`src/aabb_group_pair_collision_table_unit_macros.svh`:
```
// Assertion macros for the collision table unit.
`ifndef AABB_GROUP_PAIR_COLLISION_TABLE_UNIT_MACROS_SVH
`define AABB_GROUP_PAIR_COLLISION_TABLE_UNIT_MACROS_SVH

// Same-cycle implication, masked while reset is high.
`define AGPCT_ASSERT_IMPLY(label, clk, rst, cond, expr, msg) \
   label: assert property (@(posedge clk) disable iff (rst) (cond) |-> (expr)) \
      else $error(msg);

// Next-cycle implication, active during reset as well.
`define AGPCT_ASSERT_NEXT(label, clk, cond, expr, msg) \
   label: assert property (@(posedge clk) (cond) |=> (expr)) else $error(msg);

`endif

```
`src/agpct_pkg.sv`:
```
`default_nettype none
package agpct_pkg;

   localparam int COORD_BITS  = 16;
   localparam int SIZE_BITS   = COORD_BITS - 1;
   localparam int ID_BITS     = 8;
   localparam int GROUP_BITS  = 4;
   localparam int EXT_BITS    = COORD_BITS + 1;
   localparam int QUEUE_DEPTH = 2;
   localparam int QPTR_BITS   = $clog2(QUEUE_DEPTH);
   localparam int QCNT_BITS   = $clog2(QUEUE_DEPTH + 1);

   // command codes on the request beat
   localparam logic [1:0] CMD_REGISTER   = 2'd0;
   localparam logic [1:0] CMD_UNREGISTER = 2'd1;
   localparam logic [1:0] CMD_MOVE       = 2'd2;
   localparam logic [1:0] CMD_SWEEP      = 2'd3;

   // status codes on the response beat
   localparam logic [1:0] ST_DONE      = 2'd0;
   localparam logic [1:0] ST_PAIR      = 2'd1;
   localparam logic [1:0] ST_FULL      = 2'd2;
   localparam logic [1:0] ST_NOT_FOUND = 2'd3;

   typedef struct packed {
      logic [1:0]                   command;
      logic [ID_BITS-1:0]           object_id;
      logic [GROUP_BITS-1:0]        group_id;
      logic signed [COORD_BITS-1:0] pos_x;
      logic signed [COORD_BITS-1:0] pos_y;
      logic [SIZE_BITS-1:0]         size_w;
      logic [SIZE_BITS-1:0]         size_h;
   } req_item_type;

   typedef struct packed {
      logic [1:0]         status;
      logic [ID_BITS-1:0] first_id;
      logic [ID_BITS-1:0] second_id;
      logic               last;
   } rsp_item_type;

   typedef enum logic [1:0] {
      OP_REGISTER,
      OP_UNREGISTER,
      OP_MOVE,
      OP_SWEEP
   } op_type;

   typedef struct packed {
      logic signed [COORD_BITS-1:0] left;
      logic signed [COORD_BITS-1:0] top;
      logic [SIZE_BITS-1:0]         width;
      logic [SIZE_BITS-1:0]         height;
   } geom_type;

   // classified command held in the queue
   typedef struct packed {
      op_type                op;
      logic [ID_BITS-1:0]    object;
      logic [GROUP_BITS-1:0] group;
      geom_type              geom;
   } cmd_type;

   typedef struct packed {
      logic [ID_BITS-1:0]    object;
      logic [GROUP_BITS-1:0] group;
      geom_type              geom;
   } entry_type;

   // queue to back handshake
   typedef struct packed {
      logic    valid;
      cmd_type head;
   } queue_out_type;

   typedef enum logic [2:0] {
      BK_IDLE,
      BK_WALK,
      BK_SWEEP,
      BK_TAIL,
      BK_FLUSH
   } back_state_type;

endpackage
`default_nettype wire

```
`src/aabb_group_pair_collision_table_unit.sv`:
```
`default_nettype none
// Box table with group-wise all-pairs overlap sweep. A command beat is taken
// when start is high and busy is low; it goes through a one-beat front
// register into a two-entry command queue, so busy rises only when both are
// full. Responses come out on rsp_valid for exactly one cycle each and cannot
// be held off. Every command gives one response with last set, except a
// sweep, which gives one response per overlapping pair (lower slot first,
// ascending slot pairs) with last on the final one, or a single done response
// when no pair overlaps. The back end reads the table through its two read
// ports, one table access per cycle. Register is done straight from the queue
// head; unregister and move read and compare each slot's object id in turn;
// sweep tests one slot pair per cycle (28 pair tests at eight slots). An
// accepted beat passes the front register and the command queue before the
// back end takes it.
module aabb_group_pair_collision_table_unit #(
   parameter int TABLE_ENTRIES = 8
) (
   input  logic                    clock,
   input  logic                    reset,
   input  logic                    start,
   input  agpct_pkg::req_item_type req_item,
   output logic                    busy,
   output logic                    rsp_valid,
   output agpct_pkg::rsp_item_type rsp_item
);
   import agpct_pkg::*;

`include "aabb_group_pair_collision_table_unit_macros.svh"

   logic          push;
   cmd_type       push_cmd;
   logic          q_full;
   logic          q_pop;
   queue_out_type q_out;

   // front: takes the beat and decodes the command
   agpct_front u_front (
      .clock    (clock),
      .reset    (reset),
      .start    (start),
      .req_item (req_item),
      .q_full   (q_full),
      .busy     (busy),
      .push     (push),
      .push_cmd (push_cmd)
   );

   // decoupling queue between front and back
   agpct_queue u_queue (
      .clock    (clock),
      .reset    (reset),
      .push     (push),
      .push_cmd (push_cmd),
      .full     (q_full),
      .pop      (q_pop),
      .q_out    (q_out)
   );

   // back: owns the box table, runs commands and sweeps
   agpct_back #(
      .TABLE_ENTRIES (TABLE_ENTRIES)
   ) u_back (
      .clock     (clock),
      .reset     (reset),
      .q_out     (q_out),
      .pop       (q_pop),
      .rsp_valid (rsp_valid),
      .rsp_item  (rsp_item)
   );

   // back end only pulls a command that the queue holds
   `AGPCT_ASSERT_IMPLY(a_pop_has_head, clock, reset, q_pop, q_out.valid, "pop on empty queue")
   // anything but a pair response closes out its command
   `AGPCT_ASSERT_IMPLY(a_nonpair_last, clock, reset, rsp_valid && rsp_item.status != ST_PAIR, rsp_item.last, "non-pair response without last")
   // ids are only carried by pair responses
   `AGPCT_ASSERT_IMPLY(a_nonpair_ids, clock, reset, rsp_valid && rsp_item.status != ST_PAIR, rsp_item.first_id == '0 && rsp_item.second_id == '0, "ids on non-pair response")
   // reset leaves the block quiet and ready
   `AGPCT_ASSERT_NEXT(a_reset_quiet, clock, reset, !rsp_valid && !busy, "not idle after reset")

endmodule
`default_nettype wire

```
`src/agpct_front.sv`:
```
`default_nettype none
module agpct_front (
   input  logic                    clock,
   input  logic                    reset,
   input  logic                    start,
   input  agpct_pkg::req_item_type req_item,
   input  logic                    q_full,
   output logic                    busy,
   output logic                    push,
   output agpct_pkg::cmd_type      push_cmd
);
   import agpct_pkg::*;

   logic    hold_valid_ff, hold_valid_in;
   cmd_type hold_cmd_ff, hold_cmd_in;
   logic    accept;
   op_type  op_dec;

   always_comb begin
      case (req_item.command)
         CMD_REGISTER:   op_dec = OP_REGISTER;
         CMD_UNREGISTER: op_dec = OP_UNREGISTER;
         CMD_MOVE:       op_dec = OP_MOVE;
         default:        op_dec = OP_SWEEP;
      endcase
   end

   assign busy     = hold_valid_ff && q_full;
   assign accept   = start && !busy;
   assign push     = hold_valid_ff && !q_full;
   assign push_cmd = hold_cmd_ff;

   always_comb begin
      hold_cmd_in = hold_cmd_ff;
      if (accept) begin
         hold_cmd_in.op          = op_dec;
         hold_cmd_in.object      = req_item.object_id;
         hold_cmd_in.group       = req_item.group_id;
         hold_cmd_in.geom.left   = req_item.pos_x;
         hold_cmd_in.geom.top    = req_item.pos_y;
         hold_cmd_in.geom.width  = req_item.size_w;
         hold_cmd_in.geom.height = req_item.size_h;
      end
      if (accept) begin
         hold_valid_in = 1'b1;
      end else if (push) begin
         hold_valid_in = 1'b0;
      end else begin
         hold_valid_in = hold_valid_ff;
      end
   end

   always_ff @(posedge clock) begin
      if (reset) begin
         hold_valid_ff <= 1'b0;
      end else begin
         hold_valid_ff <= hold_valid_in;
      end
      hold_cmd_ff <= hold_cmd_in;
   end

endmodule
`default_nettype wire

```
`src/agpct_queue.sv`:
```
`default_nettype none
module agpct_queue (
   input  logic                      clock,
   input  logic                      reset,
   input  logic                      push,
   input  agpct_pkg::cmd_type        push_cmd,
   output logic                      full,
   input  logic                      pop,
   output agpct_pkg::queue_out_type  q_out
);
   import agpct_pkg::*;

   cmd_type               slot_ff [QUEUE_DEPTH];
   logic [QPTR_BITS-1:0]  wr_ptr_ff, wr_ptr_in;
   logic [QPTR_BITS-1:0]  rd_ptr_ff, rd_ptr_in;
   logic [QCNT_BITS-1:0]  count_ff, count_in;
   logic                  do_push, do_pop;

   localparam logic [QPTR_BITS-1:0] PTR_END = QPTR_BITS'(QUEUE_DEPTH - 1);
   localparam logic [QCNT_BITS-1:0] CNT_MAX = QCNT_BITS'(QUEUE_DEPTH);

   assign full        = (count_ff == CNT_MAX);
   assign q_out.valid = (count_ff != '0);
   assign q_out.head  = slot_ff[rd_ptr_ff];
   assign do_push     = push && !full;
   assign do_pop      = pop && q_out.valid;

   always_comb begin
      wr_ptr_in = wr_ptr_ff;
      rd_ptr_in = rd_ptr_ff;
      count_in  = count_ff;
      if (do_push) begin
         wr_ptr_in = (wr_ptr_ff == PTR_END) ? '0 : wr_ptr_ff + 1'b1;
      end
      if (do_pop) begin
         rd_ptr_in = (rd_ptr_ff == PTR_END) ? '0 : rd_ptr_ff + 1'b1;
      end
      if (do_push && !do_pop) begin
         count_in = count_ff + 1'b1;
      end else if (do_pop && !do_push) begin
         count_in = count_ff - 1'b1;
      end
   end

   always_ff @(posedge clock) begin
      if (reset) begin
         wr_ptr_ff <= '0;
         rd_ptr_ff <= '0;
         count_ff  <= '0;
      end else begin
         wr_ptr_ff <= wr_ptr_in;
         rd_ptr_ff <= rd_ptr_in;
         count_ff  <= count_in;
      end
      if (do_push) begin
         slot_ff[wr_ptr_ff] <= push_cmd;
      end
   end

endmodule
`default_nettype wire

```
`src/agpct_back.sv`:
```
`default_nettype none
module agpct_back #(
   parameter int TABLE_ENTRIES = 8
) (
   input  logic                     clock,
   input  logic                     reset,
   input  agpct_pkg::queue_out_type q_out,
   output logic                     pop,
   output logic                     rsp_valid,
   output agpct_pkg::rsp_item_type  rsp_item
);
   import agpct_pkg::*;

   localparam int IDX_W = $clog2(TABLE_ENTRIES);
   localparam logic [IDX_W-1:0] LAST_IDX = IDX_W'(TABLE_ENTRIES - 1);
   localparam logic [IDX_W-1:0] PEN_IDX  = IDX_W'(TABLE_ENTRIES - 2);

   back_state_type state_ff, state_in;

   // box table: one write port, two registered read ports
   entry_type entry_ff [TABLE_ENTRIES];
   entry_type rd_a_ff, rd_b_ff;
   logic                 mem_we;
   logic [IDX_W-1:0]     mem_waddr;
   entry_type            mem_wdata;

   logic [TABLE_ENTRIES-1:0] valid_ff, valid_in;
   cmd_type              op_ff, op_in;
   logic [IDX_W-1:0]     i_ff, i_in, j_ff, j_in;
   logic                 s1_live_ff, s1_live_in;
   logic                 s1_end_ff, s1_end_in;
   logic [IDX_W-1:0]     s1_i_ff, s1_i_in, s1_j_ff, s1_j_in;
   logic                 hit_ff, hit_in;
   logic                 hold_valid_ff, hold_valid_in;
   logic [ID_BITS-1:0]   hold_first_ff, hold_first_in;
   logic [ID_BITS-1:0]   hold_second_ff, hold_second_in;
   logic                 rsp_valid_ff, rsp_valid_in;
   rsp_item_type         rsp_item_ff, rsp_item_in;

   logic                 walk_end, sweep_end;
   logic                 free_found;
   logic [IDX_W-1:0]     free_slot;
   logic                 slot_match, pair_hit, overlap;
   logic signed [EXT_BITS-1:0] a_left, a_top, a_right, a_bottom;
   logic signed [EXT_BITS-1:0] b_left, b_top, b_right, b_bottom;

   assign walk_end  = (i_ff == LAST_IDX);
   assign sweep_end = (j_ff == LAST_IDX) && (i_ff == PEN_IDX);

   // lowest free slot
   always_comb begin
      free_found = 1'b0;
      free_slot  = '0;
      for (int k = TABLE_ENTRIES - 1; k >= 0; k--) begin
         if (!valid_ff[k]) begin
            free_found = 1'b1;
            free_slot  = IDX_W'(k);
         end
      end
   end

   // edges widened by one bit so right and bottom cannot wrap
   always_comb begin
      a_left   = $signed({rd_a_ff.geom.left[COORD_BITS-1], rd_a_ff.geom.left});
      a_top    = $signed({rd_a_ff.geom.top[COORD_BITS-1], rd_a_ff.geom.top});
      a_right  = a_left + $signed({2'b00, rd_a_ff.geom.width});
      a_bottom = a_top + $signed({2'b00, rd_a_ff.geom.height});
      b_left   = $signed({rd_b_ff.geom.left[COORD_BITS-1], rd_b_ff.geom.left});
      b_top    = $signed({rd_b_ff.geom.top[COORD_BITS-1], rd_b_ff.geom.top});
      b_right  = b_left + $signed({2'b00, rd_b_ff.geom.width});
      b_bottom = b_top + $signed({2'b00, rd_b_ff.geom.height});
      overlap  = !(a_bottom < b_top) && !(a_top > b_bottom) &&
                 !(a_right < b_left) && !(a_left > b_right);
   end

   assign slot_match = valid_ff[s1_i_ff] && (rd_a_ff.object == op_ff.object);
   assign pair_hit   = valid_ff[s1_i_ff] && valid_ff[s1_j_ff] &&
                       (rd_a_ff.group == rd_b_ff.group) && overlap;

   // next state
   always_comb begin
      state_in = state_ff;
      case (state_ff)
         BK_IDLE: begin
            if (q_out.valid) begin
               case (q_out.head.op)
                  OP_UNREGISTER, OP_MOVE: state_in = BK_WALK;
                  OP_SWEEP:               state_in = BK_SWEEP;
                  default:                state_in = BK_IDLE;
               endcase
            end
         end
         BK_WALK: begin
            if (walk_end) state_in = BK_TAIL;
         end
         BK_SWEEP: begin
            if (sweep_end) state_in = BK_TAIL;
         end
         BK_TAIL: begin
            state_in = (op_ff.op == OP_SWEEP) ? BK_FLUSH : BK_IDLE;
         end
         BK_FLUSH: state_in = BK_IDLE;
         default:  state_in = BK_IDLE;
      endcase
   end

   // datapath and outputs
   always_comb begin
      pop            = 1'b0;
      mem_we         = 1'b0;
      mem_waddr      = '0;
      mem_wdata      = '0;
      valid_in       = valid_ff;
      op_in          = op_ff;
      i_in           = i_ff;
      j_in           = j_ff;
      s1_live_in     = 1'b0;
      s1_end_in      = 1'b0;
      s1_i_in        = s1_i_ff;
      s1_j_in        = s1_j_ff;
      hit_in         = hit_ff;
      hold_valid_in  = hold_valid_ff;
      hold_first_in  = hold_first_ff;
      hold_second_in = hold_second_ff;
      rsp_valid_in   = 1'b0;
      rsp_item_in    = '0;

      case (state_ff)
         BK_IDLE: begin
            pop = q_out.valid;
            if (q_out.valid) begin
               op_in         = q_out.head;
               i_in          = '0;
               j_in          = IDX_W'(1);
               hit_in        = 1'b0;
               hold_valid_in = 1'b0;
               if (q_out.head.op == OP_REGISTER) begin
                  rsp_valid_in     = 1'b1;
                  rsp_item_in.last = 1'b1;
                  if (free_found) begin
                     mem_we              = 1'b1;
                     mem_waddr           = free_slot;
                     mem_wdata.object    = q_out.head.object;
                     mem_wdata.group     = q_out.head.group;
                     mem_wdata.geom      = q_out.head.geom;
                     valid_in[free_slot] = 1'b1;
                     rsp_item_in.status  = ST_DONE;
                  end else begin
                     rsp_item_in.status  = ST_FULL;
                  end
               end
            end
         end
         BK_WALK: begin
            s1_live_in = 1'b1;
            s1_end_in  = walk_end;
            s1_i_in    = i_ff;
            if (!walk_end) i_in = i_ff + 1'b1;
         end
         BK_SWEEP: begin
            s1_live_in = 1'b1;
            s1_end_in  = sweep_end;
            s1_i_in    = i_ff;
            s1_j_in    = j_ff;
            if (j_ff != LAST_IDX) begin
               j_in = j_ff + 1'b1;
            end else if (!sweep_end) begin
               i_in = i_ff + 1'b1;
               j_in = i_ff + IDX_W'(2);
            end
         end
         BK_FLUSH: begin
            rsp_valid_in     = 1'b1;
            rsp_item_in.last = 1'b1;
            if (hold_valid_ff) begin
               rsp_item_in.status    = ST_PAIR;
               rsp_item_in.first_id  = hold_first_ff;
               rsp_item_in.second_id = hold_second_ff;
            end else begin
               rsp_item_in.status    = ST_DONE;
            end
            hold_valid_in = 1'b0;
         end
         default: begin
         end
      endcase

      // second stage: read data of the previous issue
      if (s1_live_ff) begin
         if (op_ff.op == OP_SWEEP) begin
            if (pair_hit) begin
               // pair held back one find so the final one can carry last
               if (hold_valid_ff) begin
                  rsp_valid_in          = 1'b1;
                  rsp_item_in.status    = ST_PAIR;
                  rsp_item_in.first_id  = hold_first_ff;
                  rsp_item_in.second_id = hold_second_ff;
                  rsp_item_in.last      = 1'b0;
               end
               hold_valid_in  = 1'b1;
               hold_first_in  = rd_a_ff.object;
               hold_second_in = rd_b_ff.object;
            end
         end else begin
            if (slot_match) begin
               hit_in = 1'b1;
               if (op_ff.op == OP_UNREGISTER) begin
                  valid_in[s1_i_ff] = 1'b0;
               end else begin
                  mem_we           = 1'b1;
                  mem_waddr        = s1_i_ff;
                  mem_wdata.object = rd_a_ff.object;
                  mem_wdata.group  = rd_a_ff.group;
                  mem_wdata.geom   = op_ff.geom;
               end
            end
            if (s1_end_ff) begin
               rsp_valid_in       = 1'b1;
               rsp_item_in.status = (hit_ff || slot_match) ? ST_DONE : ST_NOT_FOUND;
               rsp_item_in.last   = 1'b1;
            end
         end
      end
   end

   always_ff @(posedge clock) begin
      if (mem_we) begin
         entry_ff[mem_waddr] <= mem_wdata;
      end
      rd_a_ff <= entry_ff[i_ff];
      rd_b_ff <= entry_ff[j_ff];
   end

   always_ff @(posedge clock) begin
      if (reset) begin
         state_ff      <= BK_IDLE;
         valid_ff      <= '0;
         s1_live_ff    <= 1'b0;
         hit_ff        <= 1'b0;
         hold_valid_ff <= 1'b0;
         rsp_valid_ff  <= 1'b0;
      end else begin
         state_ff      <= state_in;
         valid_ff      <= valid_in;
         s1_live_ff    <= s1_live_in;
         hit_ff        <= hit_in;
         hold_valid_ff <= hold_valid_in;
         rsp_valid_ff  <= rsp_valid_in;
      end
      op_ff          <= op_in;
      i_ff           <= i_in;
      j_ff           <= j_in;
      s1_end_ff      <= s1_end_in;
      s1_i_ff        <= s1_i_in;
      s1_j_ff        <= s1_j_in;
      hold_first_ff  <= hold_first_in;
      hold_second_ff <= hold_second_in;
      rsp_item_ff    <= rsp_item_in;
   end

   assign rsp_valid = rsp_valid_ff;
   assign rsp_item  = rsp_item_ff;

endmodule
`default_nettype wire

```
`config.mk`:
```
export PLATFORM = sky130hd
export DESIGN_NAME = aabb_group_pair_collision_table_unit
export DESIGN_NICKNAME = d
export VERILOG_FILES = /design/src/agpct_pkg.sv /design/src/aabb_group_pair_collision_table_unit.sv /design/src/agpct_front.sv /design/src/agpct_queue.sv /design/src/agpct_back.sv
export VERILOG_INCLUDE_DIRS = /design/src /design/src/src
export SDC_FILE = /design/constraint.sdc
export NUM_CORES = 2
export LEC_CHECK = 0
export BUFFER_PORTS_ARGS = -buffer_cell sky130_fd_sc_hd__buf_2
export CORE_MARGIN = 2
export CORE_UTILIZATION = 40
export CTS_CLUSTER_SIZE = 28
export DETAILED_ROUTE_END_ITERATION = 6
export GPL_ROUTABILITY_DRIVEN = 0
export PLACE_DENSITY = 0.69
export SLEW_MARGIN = 20
export SYNTH_ARGS = -nofsm -noshare
export SYNTH_HDL_FRONTEND = slang
export SYNTH_HIERARCHICAL = 1
export SYNTH_SLANG_ARGS = --single-unit
export TNS_END_PERCENT = 5
```
`constraint.sdc`:
```
create_clock -name clock -period 11.5 [get_ports clock]
set_input_delay 0 -clock clock [delete_from_list [all_inputs] [get_ports clock]]
set_output_delay 0 -clock clock [all_outputs]
set_load 0.1 [all_outputs]
```
==> impl_metrics.py <==
metrics = {
    "detailed_routing": {
        "detail_route.wirelength_microns": 101600,
        "wl_met2_microns": 51840,
        "initialDrtViolationCount": 2072,
        "routed-via-count": 25463,
        "postRouteAntennaNets": 0,
        "viasPerCell": 5.400,
        "highest_layer": "met4",
        "met3_wirelength_microns": 4829,
        "dr.pass1.iters": 5,
        "route.detailed.wl_per_inst_microns": 21.55,
        "drcViolationCount": 0,
        "wl_met1_microns": 42380,
    },
    "timing": {
        "setup_ws_ns": 5.929,
        "rsz0062_at_grt": "false",
        "worst_pin_slew_ns": 1.164,
        "hold_viol": 0,
        "slew_headroom_pct": 21.98,
        "fin_crit_ns": 5.571,
        "final_max_slew_viol_count": 0,
        "fin_worst_skew_ns": 0.03453,
        "final.setup.tns_ns": 0,
        "final-setup-viol-count": 0,
        "period_share_pct": 48.44,
        "max_freq_mhz": 179.5,
    },
    "critical_path": {
        "timing.rr.end": "u_back/entry_ff[1][41]",
        "cp.required_ns": 11.78,
        "ff2ff_setup_slack_ns": 5.93,
        "crit_arrival_ns": 5.85,
        "reg2reg_from": "u_back/op_ff[66]",
        "crit_fanout": 52,
        "cp_cell_sequence": "xor2_1 > nor4_1 > nand4b_1 > nor2_4 > buf_4 > a21oi_1 > nor2_4 > buf_4",
        "crit_type": "flip-flop to flip-flop",
        "critPathLaunchType": "flip-flop",
        "cp_slowest_cell": "nor2_4",
        "max_stage_delay_ns": 0.85,
        "cp-startpoint": "u_back/op_ff[66]",
        "r2r_cells": 8,
        "critPathCaptureType": "flip-flop",
    },
    "die": {
        "initial_core_util_pct": 40.13,
        "fp-row-count": 127,
        "die_area_sq_um": 122700,
        "dieHeight_microns": 350.3,
        "fp.dieW_microns": 350.3,
        "core-area_sq_um": 119500,
        "io_pins": 100,
    },
    "logic_synthesis": {
        "synth_compound_area_share_pct": 3.394,
        "synth_top_family_by_area": "multiplexers",
        "async_reset_ff_share_pct": 0,
        "synth.distinct_cells": 67,
        "synth-main-ff-cell": "edfxtp_1",
        "ys_warn_count": 6,
        "synthXorXnorAreaFrac_pct": 1.114,
        "synth_simple_gate_area_share_pct": 4.970,
        "synth_common_cells": "edfxtp_1, mux4_2, mux2_2, nand2_1, dfxtp_1",
        "ys_seq_elements": 1109,
        "netlist_area_sq_um": 47960,
        "yosys-top-cells-area": "edfxtp_1, mux4_2, dfxtp_1",
        "synth_nets": 3008,
        "synth_mux_area_share_pct": 19.48,
        "yosysMostFrequentCell": "edfxtp_1",
        "syn_area_per_cell_sq_um": 17.18,
        "synth_edf_count": 920,
        "ys_seq_area_share_pct": 65.49,
        "synth_top_area_share_pct": 57.61,
        "syn_inst": 2791,
        "yosysTopAreaCell": "edfxtp_1",
        "synthAdderAreaFrac_pct": 3.663,
    },
    "global_routing": {
        "grt-ovfl-total": 0,
        "grt_start_max_net_pins": 154,
        "grt_usage_pct": 16.69,
        "grt_pass1_wl_microns": 156500,
        "first_global_vias": 26720,
        "antenna_found_initial": 0,
    },
    "placement": {
        "dp_hpwl_microns": 61030,
        "port_buffers": 99,
        "post-place-ws_ns": 5.975,
    },
    "finish": {
        "post_route_cells_drive_above_1_share_pct": 27.97,
        "diodes": 0,
        "final_util_pct": 45.92,
        "nets": 3228,
        "area_delta_synth_final_pct": 14.41,
        "nFillCells": 10255,
        "multi_input_area_sq_um": 15720,
        "seq_area_sq_um": 31410,
    },
    "power_and_ir_drop": {
        "powerDensity_nw_per_um2": 262.3,
        "p_leak_nw": 19.02,
        "peakVddDrop_mv": 0.3261,
    },
    "job": {
        "max_cap_viol_count": 0,
    },
    "worst_hold_path": {
        "hold_path_end": "u_front/push_cmd[56]",
        "min_from": "req_item[56]",
        "hold_depth": 2,
        "hold_class": "primary input to flip-flop",
    },
    "clock_network": {
        "clock_path_buffers": 3,
        "cts_tree": "yes",
        "cts-root-buf": "clkbuf_16",
        "post_cts_buffers": 0,
        "clkTransAtPathRegs_ns": 0.06,
        "cts-buffers-inserted": 109,
        "cts_sinks": 1109,
        "clock_latency_ns": 0.69,
        "cts-htree-levels": 3,
    },
    "outcome": {
        "status": "complete, no violations",
    },
}
==> per-layer routing <==
| metal | up-vias | GRT usage (%) |
|---|---|---|
| met4 | 0 | 5.089 |
| met1 | 13087 | 21.64 |
| met3 | 156 | 2.237 |
| met2 | 679 | 29.17 |
| met5 | - | 0 |
| li1 | 11541 | - |
==> what timing repair did <==
action	CTS	global route
resized for setup	0	0
hold endpoints to repair	97	0
hold buffers	102	0
==> kinds of logic (layout without fill, tap and decap cells) <==
| logic type | after synthesis | in the layout |
|---|---|---|
| AND/OR/NAND/NOR | 499 | 499 |
| adder cells (fa/ha/maj) | 138 | 138 |
| AO/OA/AOI/OAI | 238 | 238 |
| multiplexers | 530 | 530 |
| XOR/XNOR | 61 | 61 |
| flip-flops | 1109 | 1109 |
| buffers and inverters | 216 | 528 |
==> cell type report <==
cell class	count	share of cell area [%]
Clock inverter	47	0.7708
Sequential cell	1109	57.25
Inverter	86	0.5929
Clock buffer	156	5.678
Tap cell	1612	3.676
Multi-Input combinational cell	1466	28.65
Timing Repair Buffer	239	3.375
==> how the worst max path moves through the flow <==
stage	to	slack, ns
2_1_floorplan	u_back/entry_ff[4][0]	-0.36
3_3_place_gp	u_back/entry_ff[1][41]	6.14
3_5_place_dp	u_back/entry_ff[1][48]	5.98
4_1_cts	u_back/entry_ff[1][41]	5.93
5_1_grt	u_back/entry_ff[1][16]	5.63
6_report	u_back/entry_ff[1][41]	5.93
==> flip-flops by register name, indices dropped and copies added, names as in the netlist, 16 cells and up, named ones only <==
register	count
u_back/entry_ff	592
u_back/rsp_item	19
u_back/b_top	16
u_back/op_ff	72
u_back/b_left	16
u_back/rd_b_ff	42
u_front/push_cmd	76
u_queue/slot_ff	152
u_back/rd_a_ff	42
u_back/a_top	16
u_back/a_left	16
==> where the power goes <==
part	switching, mW	internal, mW
sequential	0.364	5.12
combinational	2.91	2.52
clock	1.48	2.00
==> through the flow <==
step | instance area, sq um | total power, mW | hold WS [ns] | instances
after global routing | 54870 | 15.28 | 0.01492 | 4715
after floorplan | 47960 | 9.588 | 0.06907 | 2791
after detailed placement | 50310 | 10.99 | 0.1781 | 4410
after CTS | 54870 | 14.54 | 0.00007205 | 4715
after global placement | 50310 | 10.93 | 0.1760 | 4410
final | 54870 | 14.39 | 0.03819 | 4715
==> cell usage in the layout (no fill, tap or decap), types with 36 or more instances in the layout <==
cell,n
a21oi_1,61
buf_2,99
clkbuf_16,110
dfxtp_1,188
dlygate4sd3_1,102
edfxtp_1,920
ha_1,134
inv_1,84
mux2_2,225
mux4_2,300
nand2_1,194
nand3_1,104
nor2_1,53
nor3_1,37
o21ai_0,36
==> worst max-delay path, delay by kind of cell, from the launching register on <==
family / cells / cell delay, ns
xor gates and xnor gates: 1 / 0.17
DFF: 1 / 0.38
and+or+nand+nor: 4 / 2.67
AOI/OAI and AO/OA: 1 / 0.37
buffers and inverters: 2 / 1.51
No activity file was read; power rests on OpenSTA's default activity.
